===== src/cfdr_pkg.sv =====
// cfdr_pkg: shared types, constants and the CRC-8 step for the start-byte frame deframer.
// No dependencies; used by cfdr_front, cfdr_back and crc8_frame_deframer_resync.
package cfdr_pkg;

	localparam int FRAME_LEN = 11;
	localparam int NUM_PAYLOAD = FRAME_LEN - 2;
	localparam int IDX_W = $clog2(FRAME_LEN + 1);

	localparam logic [7:0] START_BYTE = 8'hDD;
	localparam logic [7:0] CRC_INIT = 8'h00;
	localparam logic [7:0] CRC_POLY = 8'h07;

	typedef logic [IDX_W-1:0] idx_t;

	localparam idx_t LAST_FILL = idx_t'(FRAME_LEN - 1);
	localparam idx_t FIRST_CRC_IDX = idx_t'(1);
	localparam idx_t LAST_CRC_IDX = idx_t'(FRAME_LEN - 2);

	typedef enum logic [1:0] {
		STATUS_GOOD = 2'd0,
		STATUS_RESYNC = 2'd1,
		STATUS_DISCARD = 2'd2
	} status_t;

	typedef enum logic [1:0] {
		ST_COLLECT,
		ST_CHECK,
		ST_SHIFT
	} back_state_t;

	// one received byte, tagged by the front end
	typedef struct packed {
		logic [7:0] data;
		logic is_start;
	} rx_item_t;

	// head of the queue as seen by the back end
	typedef struct packed {
		logic valid;
		rx_item_t item;
	} q_head_t;

	// CRC-8, MSB first, one byte folded in
	function automatic logic [7:0] crc8_byte(input logic [7:0] crc, input logic [7:0] b);
		logic [7:0] c;
		c = crc ^ b;
		for (int k = 0; k < 8; k++) begin
			if (c[7]) begin
				c = {c[6:0], 1'b0} ^ CRC_POLY;
			end else begin
				c = {c[6:0], 1'b0};
			end
		end
		return c;
	endfunction

endpackage


===== src/cfdr_front.sv =====
// cfdr_front: input beat acceptance, start-byte tagging and a two-entry queue.
// Depends on cfdr_pkg.
module cfdr_front (
	input  logic clk,
	input  logic arst_n,
	input  logic in_valid,
	output logic in_stall,
	input  logic [7:0] rx_byte,
	output cfdr_pkg::q_head_t q_head,
	input  logic q_pop
);

	cfdr_pkg::rx_item_t mem_q [0:1];
	logic wr_q;
	logic rd_q;
	logic [1:0] cnt_q;
	logic push;
	cfdr_pkg::rx_item_t new_item;

	assign in_stall = (cnt_q == 2'd2);
	assign push = in_valid && !in_stall;

	always_comb begin
		new_item.data = rx_byte;
		new_item.is_start = (rx_byte == cfdr_pkg::START_BYTE);
	end

	assign q_head.valid = (cnt_q != 2'd0);
	assign q_head.item = mem_q[rd_q];

	always_ff @(posedge clk) begin
		if (push) begin
			mem_q[wr_q] <= new_item;
		end
	end

	always_ff @(posedge clk or negedge arst_n) begin
		if (!arst_n) begin
			wr_q <= 1'b0;
			rd_q <= 1'b0;
			cnt_q <= 2'd0;
		end else begin
			if (push) begin
				wr_q <= ~wr_q;
			end
			if (q_pop) begin
				rd_q <= ~rd_q;
			end
			unique case ({push, q_pop})
				2'b10: cnt_q <= cnt_q + 2'd1;
				2'b01: cnt_q <= cnt_q - 2'd1;
				default: cnt_q <= cnt_q;
			endcase
		end
	end

endmodule


===== src/cfdr_back.sv =====
// cfdr_back: frame window, sequential CRC check, resync shifter and result register.
// Depends on cfdr_pkg; fed by cfdr_front.
module cfdr_back (
	input  logic clk,
	input  logic arst_n,
	input  cfdr_pkg::q_head_t q_head,
	output logic q_pop,
	output logic out_valid,
	input  logic out_stall,
	output logic [1:0] frame_status,
	output logic [7:0] payload [0:cfdr_pkg::NUM_PAYLOAD-1]
);

	cfdr_pkg::back_state_t state_q, state_nxt;
	logic [7:0] window_q [0:cfdr_pkg::FRAME_LEN-1];
	logic [cfdr_pkg::FRAME_LEN-1:0] start_q;
	cfdr_pkg::idx_t fill_q;
	cfdr_pkg::idx_t idx_q;
	logic [7:0] crc_q;
	logic [7:0] crc_nxt;
	logic out_valid_q;
	logic [1:0] status_q;
	logic [7:0] pl_q [0:cfdr_pkg::NUM_PAYLOAD-1];

	logic out_free;
	logic crc_last;
	logic emit;
	logic good;
	logic any_start;
	logic fill_done;

	assign out_free = !out_valid_q || !out_stall;
	assign crc_nxt = cfdr_pkg::crc8_byte(crc_q, window_q[idx_q]);
	assign crc_last = (idx_q == cfdr_pkg::LAST_CRC_IDX);
	assign good = start_q[0] && (crc_nxt == window_q[cfdr_pkg::FRAME_LEN-1]);
	assign any_start = |start_q[cfdr_pkg::FRAME_LEN-1:1];
	assign fill_done = (fill_q == cfdr_pkg::LAST_FILL);

	// control outputs
	always_comb begin
		q_pop = 1'b0;
		emit = 1'b0;
		unique case (state_q)
			cfdr_pkg::ST_COLLECT: q_pop = q_head.valid;
			cfdr_pkg::ST_CHECK: emit = crc_last && out_free;
			cfdr_pkg::ST_SHIFT: ;
			default: ;
		endcase
	end

	// next state
	always_comb begin
		state_nxt = state_q;
		unique case (state_q)
			cfdr_pkg::ST_COLLECT: begin
				if (q_pop && fill_done) begin
					state_nxt = cfdr_pkg::ST_CHECK;
				end
			end
			cfdr_pkg::ST_CHECK: begin
				if (emit) begin
					state_nxt = (!good && any_start) ? cfdr_pkg::ST_SHIFT : cfdr_pkg::ST_COLLECT;
				end
			end
			cfdr_pkg::ST_SHIFT: begin
				// stop once the byte moving into slot 0 is a start byte
				if (start_q[1]) begin
					state_nxt = cfdr_pkg::ST_COLLECT;
				end
			end
			default: state_nxt = cfdr_pkg::ST_COLLECT;
		endcase
	end

	always_ff @(posedge clk or negedge arst_n) begin
		if (!arst_n) begin
			state_q <= cfdr_pkg::ST_COLLECT;
			fill_q <= '0;
			idx_q <= '0;
			out_valid_q <= 1'b0;
		end else begin
			state_q <= state_nxt;
			if (emit) begin
				out_valid_q <= 1'b1;
			end else if (!out_stall) begin
				out_valid_q <= 1'b0;
			end
			unique case (state_q)
				cfdr_pkg::ST_COLLECT: begin
					if (q_pop) begin
						fill_q <= fill_q + cfdr_pkg::idx_t'(1);
						idx_q <= cfdr_pkg::FIRST_CRC_IDX;
					end
				end
				cfdr_pkg::ST_CHECK: begin
					if (!crc_last) begin
						idx_q <= idx_q + cfdr_pkg::idx_t'(1);
					end else if (emit && (good || !any_start)) begin
						fill_q <= '0;
					end
				end
				cfdr_pkg::ST_SHIFT: fill_q <= fill_q - cfdr_pkg::idx_t'(1);
				default: ;
			endcase
		end
	end

	// window, CRC accumulator and result payload
	always_ff @(posedge clk) begin
		unique case (state_q)
			cfdr_pkg::ST_COLLECT: begin
				if (q_pop) begin
					window_q[fill_q] <= q_head.item.data;
					start_q[fill_q] <= q_head.item.is_start;
					crc_q <= cfdr_pkg::CRC_INIT;
				end
			end
			cfdr_pkg::ST_CHECK: begin
				if (!crc_last) begin
					crc_q <= crc_nxt;
				end
			end
			cfdr_pkg::ST_SHIFT: begin
				for (int k = 0; k < cfdr_pkg::FRAME_LEN - 1; k++) begin
					window_q[k] <= window_q[k+1];
					start_q[k] <= start_q[k+1];
				end
			end
			default: ;
		endcase
		if (emit) begin
			if (good) begin
				status_q <= cfdr_pkg::STATUS_GOOD;
			end else if (any_start) begin
				status_q <= cfdr_pkg::STATUS_RESYNC;
			end else begin
				status_q <= cfdr_pkg::STATUS_DISCARD;
			end
			for (int k = 0; k < cfdr_pkg::NUM_PAYLOAD; k++) begin
				pl_q[k] <= good ? window_q[k+1] : 8'h00;
			end
		end
	end

	assign out_valid = out_valid_q;
	assign frame_status = status_q;
	assign payload = pl_q;

endmodule


===== src/crc8_frame_deframer_resync.sv =====
// crc8_frame_deframer_resync: top level of the start-byte CRC-8 frame deframer.
// Depends on cfdr_pkg, cfdr_front and cfdr_back.
//
//   channel | direction | handshake            | beat contents
//   --------+-----------+----------------------+-------------------------------------
//   input   | in        | in_valid / in_stall  | rx_byte
//   output  | out       | out_valid / out_stall| frame_status, payload_1 .. payload_9
//
// A byte is taken each cycle while the two-entry queue has room; the back end
// moves one byte a cycle into the window while it collects and the queue
// holds a byte. When the eleventh byte lands, the CRC over bytes 1 to 9 is
// folded in one byte a cycle, the last one waiting for a free result
// register; then a resync, if one is due, drops one byte a cycle until the
// next start byte reaches slot 0.
// Reset clears the queue, the fill count, the state and the result valid; the
// window itself is not cleared. A stalled result holds the back end at the
// end of its check, and the queue then fills and stalls the input.
module crc8_frame_deframer_resync (
	input  logic clk,
	input  logic arst_n,
	input  logic in_valid,
	output logic in_stall,
	input  logic [7:0] rx_byte,
	output logic out_valid,
	input  logic out_stall,
	output logic [1:0] frame_status,
	output logic [7:0] payload_1,
	output logic [7:0] payload_2,
	output logic [7:0] payload_3,
	output logic [7:0] payload_4,
	output logic [7:0] payload_5,
	output logic [7:0] payload_6,
	output logic [7:0] payload_7,
	output logic [7:0] payload_8,
	output logic [7:0] payload_9
);

	// queue head from front to back, and the pop back
	cfdr_pkg::q_head_t q_head;
	logic q_pop;
	logic [7:0] payload [0:cfdr_pkg::NUM_PAYLOAD-1];

	// front: accept, tag start bytes, buffer
	cfdr_front u_front (
		.clk      (clk),
		.arst_n   (arst_n),
		.in_valid (in_valid),
		.in_stall (in_stall),
		.rx_byte  (rx_byte),
		.q_head   (q_head),
		.q_pop    (q_pop)
	);

	// back: window, check, resync, result register
	cfdr_back u_back (
		.clk          (clk),
		.arst_n       (arst_n),
		.q_head       (q_head),
		.q_pop        (q_pop),
		.out_valid    (out_valid),
		.out_stall    (out_stall),
		.frame_status (frame_status),
		.payload      (payload)
	);

	assign payload_1 = payload[0];
	assign payload_2 = payload[1];
	assign payload_3 = payload[2];
	assign payload_4 = payload[3];
	assign payload_5 = payload[4];
	assign payload_6 = payload[5];
	assign payload_7 = payload[6];
	assign payload_8 = payload[7];
	assign payload_9 = payload[8];

endmodule


===== config.mk =====
export PLATFORM = sky130hd
export DESIGN_NAME = crc8_frame_deframer_resync
export DESIGN_NICKNAME = d
export VERILOG_FILES = /design/src/cfdr_pkg.sv /design/src/cfdr_front.sv /design/src/cfdr_back.sv /design/src/crc8_frame_deframer_resync.sv
export SDC_FILE = /design/constraint.sdc
export NUM_CORES = 1
export LEC_CHECK = 0
export BUFFER_PORTS_ARGS = -buffer_cell sky130_fd_sc_hd__buf_2
export CAP_MARGIN = 20
export CORE_MARGIN = 2
export CORE_UTILIZATION = 60
export DETAILED_ROUTE_END_ITERATION = 8
export GPL_ROUTABILITY_DRIVEN = 1
export PLACE_DENSITY = 0.87
export REMOVE_ABC_BUFFERS = 1
export SKIP_LAST_GASP = 1
export SLEW_MARGIN = 0
export SYNTH_ARGS = -nofsm -noshare
export SYNTH_HDL_FRONTEND = slang
export SYNTH_SLANG_ARGS = --single-unit

===== constraint.sdc =====
create_clock -name clk -period 4.6 [get_ports clk]
set_input_delay 0.92 -clock clk [delete_from_list [all_inputs] [get_ports clk]]
set_output_delay 0.92 -clock clk [all_outputs]
set_load 0.1 [all_outputs]

# Word-level counts from Yosys, hierarchy flattened
# Memories as Yosys holds them, arrays and structs flattened.
# Index checks and enable logic that the tools add are counted.
# W data, S select, Z words.
[op_classes]
n_addsub = 5
magnitude_cmp = 2
n_eq_ne = 17
muxes = 44
bitwise_logic = 11
n_reduce_logical = 27
[ops]
columns = ["operator", "n"]
rows = [
  ["$mux W3", 8],
  ["$mux W4", 6],
  ["$mux W8", 3],
  ["$not A3 Y3", 8],
  ["$pmux W10 S2", 1],
  ["$pmux W8 S2", 1],
  ["$ne A2 B1 Y1 const B", 7],
  ["$mux W1", 13],
  ["$pmux W4 S3", 1],
  ["$bwmux W11", 1],
  ["$mux W10", 1],
  ["$mux W2", 5],
  ["$reduce_or A10 Y1", 1],
  ["$add A4 B1 Y4 const B", 2],
  ["$eq A4 B4 Y1 const B", 2],
  ["$eq A8 B8 Y1", 1],
  ["$eq A8 B8 Y1 const B", 1],
  ["$pmux W4 S2", 1],
  ["$reduce_bool A2 Y1", 4],
  ["$reduce_or A8 Y1", 1],
  ["$xor A8 B8 Y8", 1],
  ["$logic_and A1 B1 Y1", 7],
  ["$eq A2 B2 Y1 const B", 3],
  ["$pmux W2 S3", 1],
  ["other kinds (17)", 26],
]
[word_totals]
register_bits = 108
ramBits = 106
in_bits = 12
out_inout_bits = 76
mem_count = 2
[memory_table]
columns = ["memory", "depth", "word_bits", "read_ports", "rd_ports_with_merged_regs", "wr", "line", "rtl"]
rows = [
  ["u_back.window_q", 11, 8, 11, 0, 10, "cfdr_back.sv:15", "logic [7:0] window_q [0:cfdr_pkg::FRAME_LEN-1];"],
  ["u_front.mem_q", 2, 9, 1, 0, 1, "cfdr_front.sv:13", "cfdr_pkg::rx_item_t mem_q [0:1];"],
]

# Longest topological paths before layout
# An unclocked memory read counts as a cell.
[depth]
depth_word = 25
ltp_mapped = 14
ltp_nobuf = 9

# Cells and area by module
# Synthesis repeated with hierarchy kept, for this count alone.
[hier_totals]
cells_unflattened = 787
hier_area_um2 = 11599.9
[by_module_without_submodules]
columns = ["mod", "instances", "cells_each", "area_each_um2"]
rows = [
  ["cfdr_back", 1, 739, 10741.6],
  ["cfdr_front", 1, 48, 858.3],
]

# Least setup slack after synthesis
# Ideal clock, no wire load.
[synth_timing]
kind = "flip-flop to flip-flop"
start = "register u_back.idx_q[0]"
end = "register u_back.status_q[0], in the netlist u_back.frame_status[0] (data pin)"
setup_time_ps = 283
t_arrival_ps = 3383
t_required_ps = 4317
slack_ps = 934
stages_incl_launch_ff = 14
n_path_buf = 4
synth_period_minus_slack_ps = 3666
cell_sequence = "dfrtp_1 > buf_4 > buf_4 > buf_4 > mux4_2 > nand3_1 > o2111a_1 > nand3_1 > xnor2_1 > mux2i_1 > nand4_1 > a2111oi_4 > clkbuf_2 > nor2_1"
[synth_between]
elab_chain_len = 9
elab_cells_between_ends = 20
cone_classes = "1 x eq/ne; 8 x mux; 9 x bitwise; 1 x reduce/logical; 1 x memory"
[synth_lines]
columns = ["item", "line", "rtl"]
rows = [
  ["from (decl)", "cfdr_back.sv:18", "cfdr_pkg::idx_t idx_q;"],
  ["from (signal assigned)", "cfdr_back.sv:92", "idx_q <= cfdr_pkg::FIRST_CRC_IDX;"],
  ["from (signal assigned)", "cfdr_back.sv:97", "idx_q <= idx_q + cfdr_pkg::idx_t'(1);"],
  ["$mem_v2 Z11 W8 *", "-", ""],
  ["$xor A8 B8 Y8 *", "cfdr_pkg.sv:46", "c = crc ^ b;"],
  ["$not A3 Y3 (no source line) / $mux W3 (equally long branches)", "-", ""],
  ["$mux W3 / $not A3 Y3 (equally long branches)", "-", ""],
  ["$not A3 Y3 (no source line) / $mux W3 (equally long branches)", "-", ""],
  ["$mux W3 / $not A3 Y3 (equally long branches)", "-", ""],
  ["$mux W3", "cfdr_pkg.sv:48", "if (c[7]) begin"],
  ["$eq A8 B8 Y1 *", "cfdr_back.sv:35", "assign good = start_q[0] && (crc_nxt == window_q[cfdr_pkg::FRAME_LEN-1]);"],
  ["$logic_and A1 B1 Y1 *", "cfdr_back.sv:35", ""],
  ["to (signal assigned)", "cfdr_back.sv:133", "status_q <= cfdr_pkg::STATUS_GOOD;"],
  ["to (signal assigned)", "cfdr_back.sv:135", "status_q <= cfdr_pkg::STATUS_RESYNC;"],
  ["to (signal assigned)", "cfdr_back.sv:137", "status_q <= cfdr_pkg::STATUS_DISCARD;"],
  ["to (decl)", "cfdr_back.sv:22", "logic [1:0] status_q;"],
]
# Mark *: on every way between the ends. The rest lies on a longest branch, timed or not.
# A chain may end at the register's enable or synchronous reset.

# Final worst setup path
[layout_timing]
start = "register u_back.idx_q[1]"
end = "register u_back.fill_q[0]"
[layout_between]
elab_chain_len = 13
elab_cells_between_ends = 28
cone_classes = "4 x eq/ne; 9 x mux; 9 x bitwise; 5 x reduce/logical; 1 x memory"
[layout_lines]
columns = ["item", "line", "rtl"]
rows = [
  ["$mem_v2 Z11 W8", "-", ""],
  ["$xor A8 B8 Y8", "cfdr_pkg.sv:46", ""],
  ["$not A3 Y3 (no source line) / $mux W3 (equally long branches)", "-", ""],
  ["$mux W3 / $not A3 Y3 (equally long branches)", "-", ""],
  ["$not A3 Y3 (no source line) / $mux W3 (equally long branches)", "-", ""],
  ["$mux W3 / $not A3 Y3 (equally long branches)", "-", ""],
  ["$mux W3", "cfdr_pkg.sv:48", ""],
  ["$eq A8 B8 Y1", "cfdr_back.sv:35", ""],
  ["$logic_and A1 B1 Y1", "cfdr_back.sv:35", ""],
  ["$logic_or A1 B1 Y1", "cfdr_back.sv:98", "end else if (emit && (good || !any_start)) begin"],
  ["$logic_and A1 B1 Y1", "cfdr_back.sv:98", ""],
  ["$ne A2 B1 Y1 (no source line)", "-", ""],
  ["$reduce_and A4 Y1 (no source line) *", "-", ""],
  ["to (signal assigned)", "cfdr_back.sv:91", "fill_q <= fill_q + cfdr_pkg::idx_t'(1);"],
  ["to (signal assigned)", "cfdr_back.sv:102", "cfdr_pkg::ST_SHIFT: fill_q <= fill_q - cfdr_pkg::idx_t'(1);"],
  ["to (decl)", "cfdr_back.sv:17", "cfdr_pkg::idx_t fill_q;"],
]
# Marked as above.

==> flow_summary.json <==
{
  "status": "finished clean",
  "ctsRootBufferMaster": "clkbuf_16",
  "grt.total_usage_pct": 24.92,
  "p_seq_share_pct": 38.4,
  "io_pins": 88,
  "powerDensity_mw_per_mm2": 664.5,
  "cp-start-kind": "flop",
  "min_period_ns": 4.188,
  "crit_end": "u_back.fill_q[0]",
  "skew_ns": 0.01284,
  "min_path_type": "in2async",
  "use_met2_pct": 41.29,
  "ys_ff_latch": 254,
  "htreeDepth": 1,
  "syn_to_final_growth_pct": 14.23,
  "drt.antenna.violating_nets": 0,
  "endpoint_kind": "flop",
  "core_sq_mm": 0.01864,
  "grt_pass1_wl_mm": 37.83,
  "grt_util_met3_pct": 4.624,
  "grt_pass1_vias": 6628,
  "r2r_cells": 9,
  "drt_iter0_markers": 731,
  "netlist_area_sq_mm": 0.01134,
  "cts_hold_buffers": 0,
  "p_leak_nw": 5.246,
  "vias": 6920,
  "yosysTopAreaCellShare_pct": 63.31,
  "yosysWarnings": 0,
  "synth_common_cells": "edfxtp_1 (239), a21o_1 (81), and2_1 (72)",
  "ys_seq_area_share_pct": 66.62,
  "internal_power_mw": 5.616,
  "reg2reg_slack_ns": 0.41,
  "final_area_sq_mm": 0.01295,
  "yosysMostFrequentCell": "edfxtp_1",
  "ys_types": 57,
  "fin_setup_tns_ns": 0,
  "worst_pin_slew_ns": 1.068,
  "worstPathRequired_ns": 4.98,
  "max_cap_violations": 0,
  "r2r-start": "u_back.idx_q[1]",
  "layoutNonFillerInstCount": 1104,
  "p_clk_share_pct": 24.5,
  "clk_pin_slew_ns": 0.06,
  "cts_tree": "done",
  "cts_setup_buffers": 0,
  "cts.sinks": 254,
  "slew_violations": 0,
  "post-dp-hpwl_mm": 16.43,
  "fin_nets": 872,
  "wl_mm": 24.40,
  "critical_path.max_fanout": 9,
  "startpoint": "u_back.idx_q[1]",
  "route.detailed.drc": 0,
  "clk_latency_ns": 0.53,
  "die-area_sq_mm": 0.02001,
  "dr.pass1.iters": 6,
  "numCtsBuffers": 26,
  "row_count": 50,
  "synth-edff-count": 239,
  "die_height_um": 141.5,
  "switchingPower_mw": 2.989,
  "initial_core_util_pct": 60.81,
  "synthCells": 752,
  "layout_setup_ws_ns": 0.4116,
  "relSlewSlack_pct": 28.54,
  "placed_cells": 1056,
  "hold_viol": 0,
  "vias_per_cell": 6.268,
  "clock_path_buffers": 3,
  "yosysTopAreaCell": "edfxtp_1",
  "gp_congestion": 0.9113,
  "fp.dieW_um": 141.5,
  "worst_ep_arrival_time_ns": 4.57,
  "synthTopCellsByArea": "edfxtp_1 (63%), mux4_2 (6.0%), a21o_1 (5.4%)",
  "p_comb_share_pct": 37.1,
  "async_flop_share_pct": 5.906,
  "dp_slack_ns": 0.5513,
  "placed_area_sq_mm": 0.01209,
  "setup-violations-final": 0,
  "critPathKind": "reg2reg",
  "rsz0062_at_grt": "no",
  "final_layout_size_suffix_gt1_share_pct": 22.41,
  "routedWlPerCell_um": 22.10,
  "clock.fmax_ghz": 0.2388,
  "cts_resized": 0,
  "p_sw_share_pct": 34.74,
  "grt_overflow": 0,
  "reg2reg_to": "u_back.fill_q[0]",
  "synth.avg_cell_area_sq_um": 15.07,
  "diodes": 0,
  "antenna_found_initial": 0,
  "period_share_pct": 91.05,
  "grt.busiest_layer": "met2",
  "grt_use_met1_pct": 34.58,
  "ir_worst_vdd_uv": 712.3,
  "numPortBuffers": 87,
  "grt_start_max_net_pins": 74,
  "synth_ff_type": "edfxtp_1"
}
per-layer routing:
layer | vias up | wire, um | part of all wire, %
met4 | 0 | 663 | 2.7
met1 | 3422 | 9719 | 40
met2 | 376 | 12020 | 49
li1 | 3068 | - | -
met3 | 54 | 1996 | 8.2
met5 | - | 0 | 0
placed cells by master (no fill, tap or decap), types with 14 or more instances in the layout:
master and n:
clkbuf_16 27, buf_4 17, and2_1 72, nor2_1 40, edfxtp_1 239, o21ai_0 22, nand2_1 32, dfrtp_1 14
xnor2_1 20, mux2i_1 16, buf_2 87, mux4_2 30, a21o_1 81, xor2_1 14
cell families after synthesis:
group           share of synthesized area [%]
flops                                   66.62
simple gates                            9.249
compound gates                          9.801
buf+inv                                 2.185
mux                                     7.969
xor+xnor                                3.113
fa+ha+maj                               1.060
power groups by stage:
stage	Sequential, mW	Clock [mW]	Combinational [mW]
floorplan	3.37	0	2.32
global placement	3.33	0	3.06
detailed placement	3.35	0	3.12
CTS	3.30	2.11	3.17
global route	3.34	2.21	3.46
finish	3.31	2.10	3.19
registers in the layout, indices dropped and copies added (netlist names):
name	cells
u_back.out_valid	1
u_back.fill_q	4
u_back.state_q	2
u_back.start_q	11
u_front.rd_q	1
u_front.cnt_q	2
u_front.mem_q	18
u_back.idx_q	4
u_front.wr_q	1
u_back.crc_q	8
u_back.window_q	128
u_back.frame_status	2
u_back.payload	72
final cells by class:
type | instances | area [sq um]
clock buffer | 32 | 704.4
clock inverter | 15 | 152.6
fill | 1224 | 5694
inverter | 16 | 60.06
multi-input combinational | 444 | 3546
sequential | 254 | 7553
tap | 234 | 292.8
timing repair buffer | 109 | 639.4
critical path: stages, from the launching register on:
cell	delay, ns
dfrtp_1	0.63
mux4_2	0.60
mux4_2	0.54
xnor2_4	0.18
xnor2_1	0.49
o311ai_0	0.20
a211oi_1	0.34
a31oi_1	0.15
a2111oi_0	0.75
o31ai_1	0.14
how the worst min path moves through the flow:
stage / startpoint / to / slack [ns] / cells after the start
after CTS: arst_n / u_back.fill_q[1] / 0.30 / 1
final: arst_n / u_front.cnt_q[0] / 0.29 / 1
after global routing: arst_n / u_front.rd_q / 0.31 / 1
after global placement: u_front.wr_q / u_front.wr_q / 0.47 / 1
after floorplan: u_back.start_q[1] / u_back.state_q[1] / 0.46 / 1
after detailed placement: u_front.cnt_q[1] / u_front.cnt_q[1] / 0.50 / 1
metrics by stage:
stage          hold slack (ns)  power [mW]  utilization, %
2_1_floorplan           0.4577       5.683               -
3_3_place_gp            0.4750       6.397           64.77
3_5_place_dp            0.4955       6.468           64.83
4_1_cts                 0.2984       8.581           69.43
5_1_grt                 0.3074       9.011           69.46
6_report                0.2918       8.605           69.46
(Power assumes the default switching activity.)
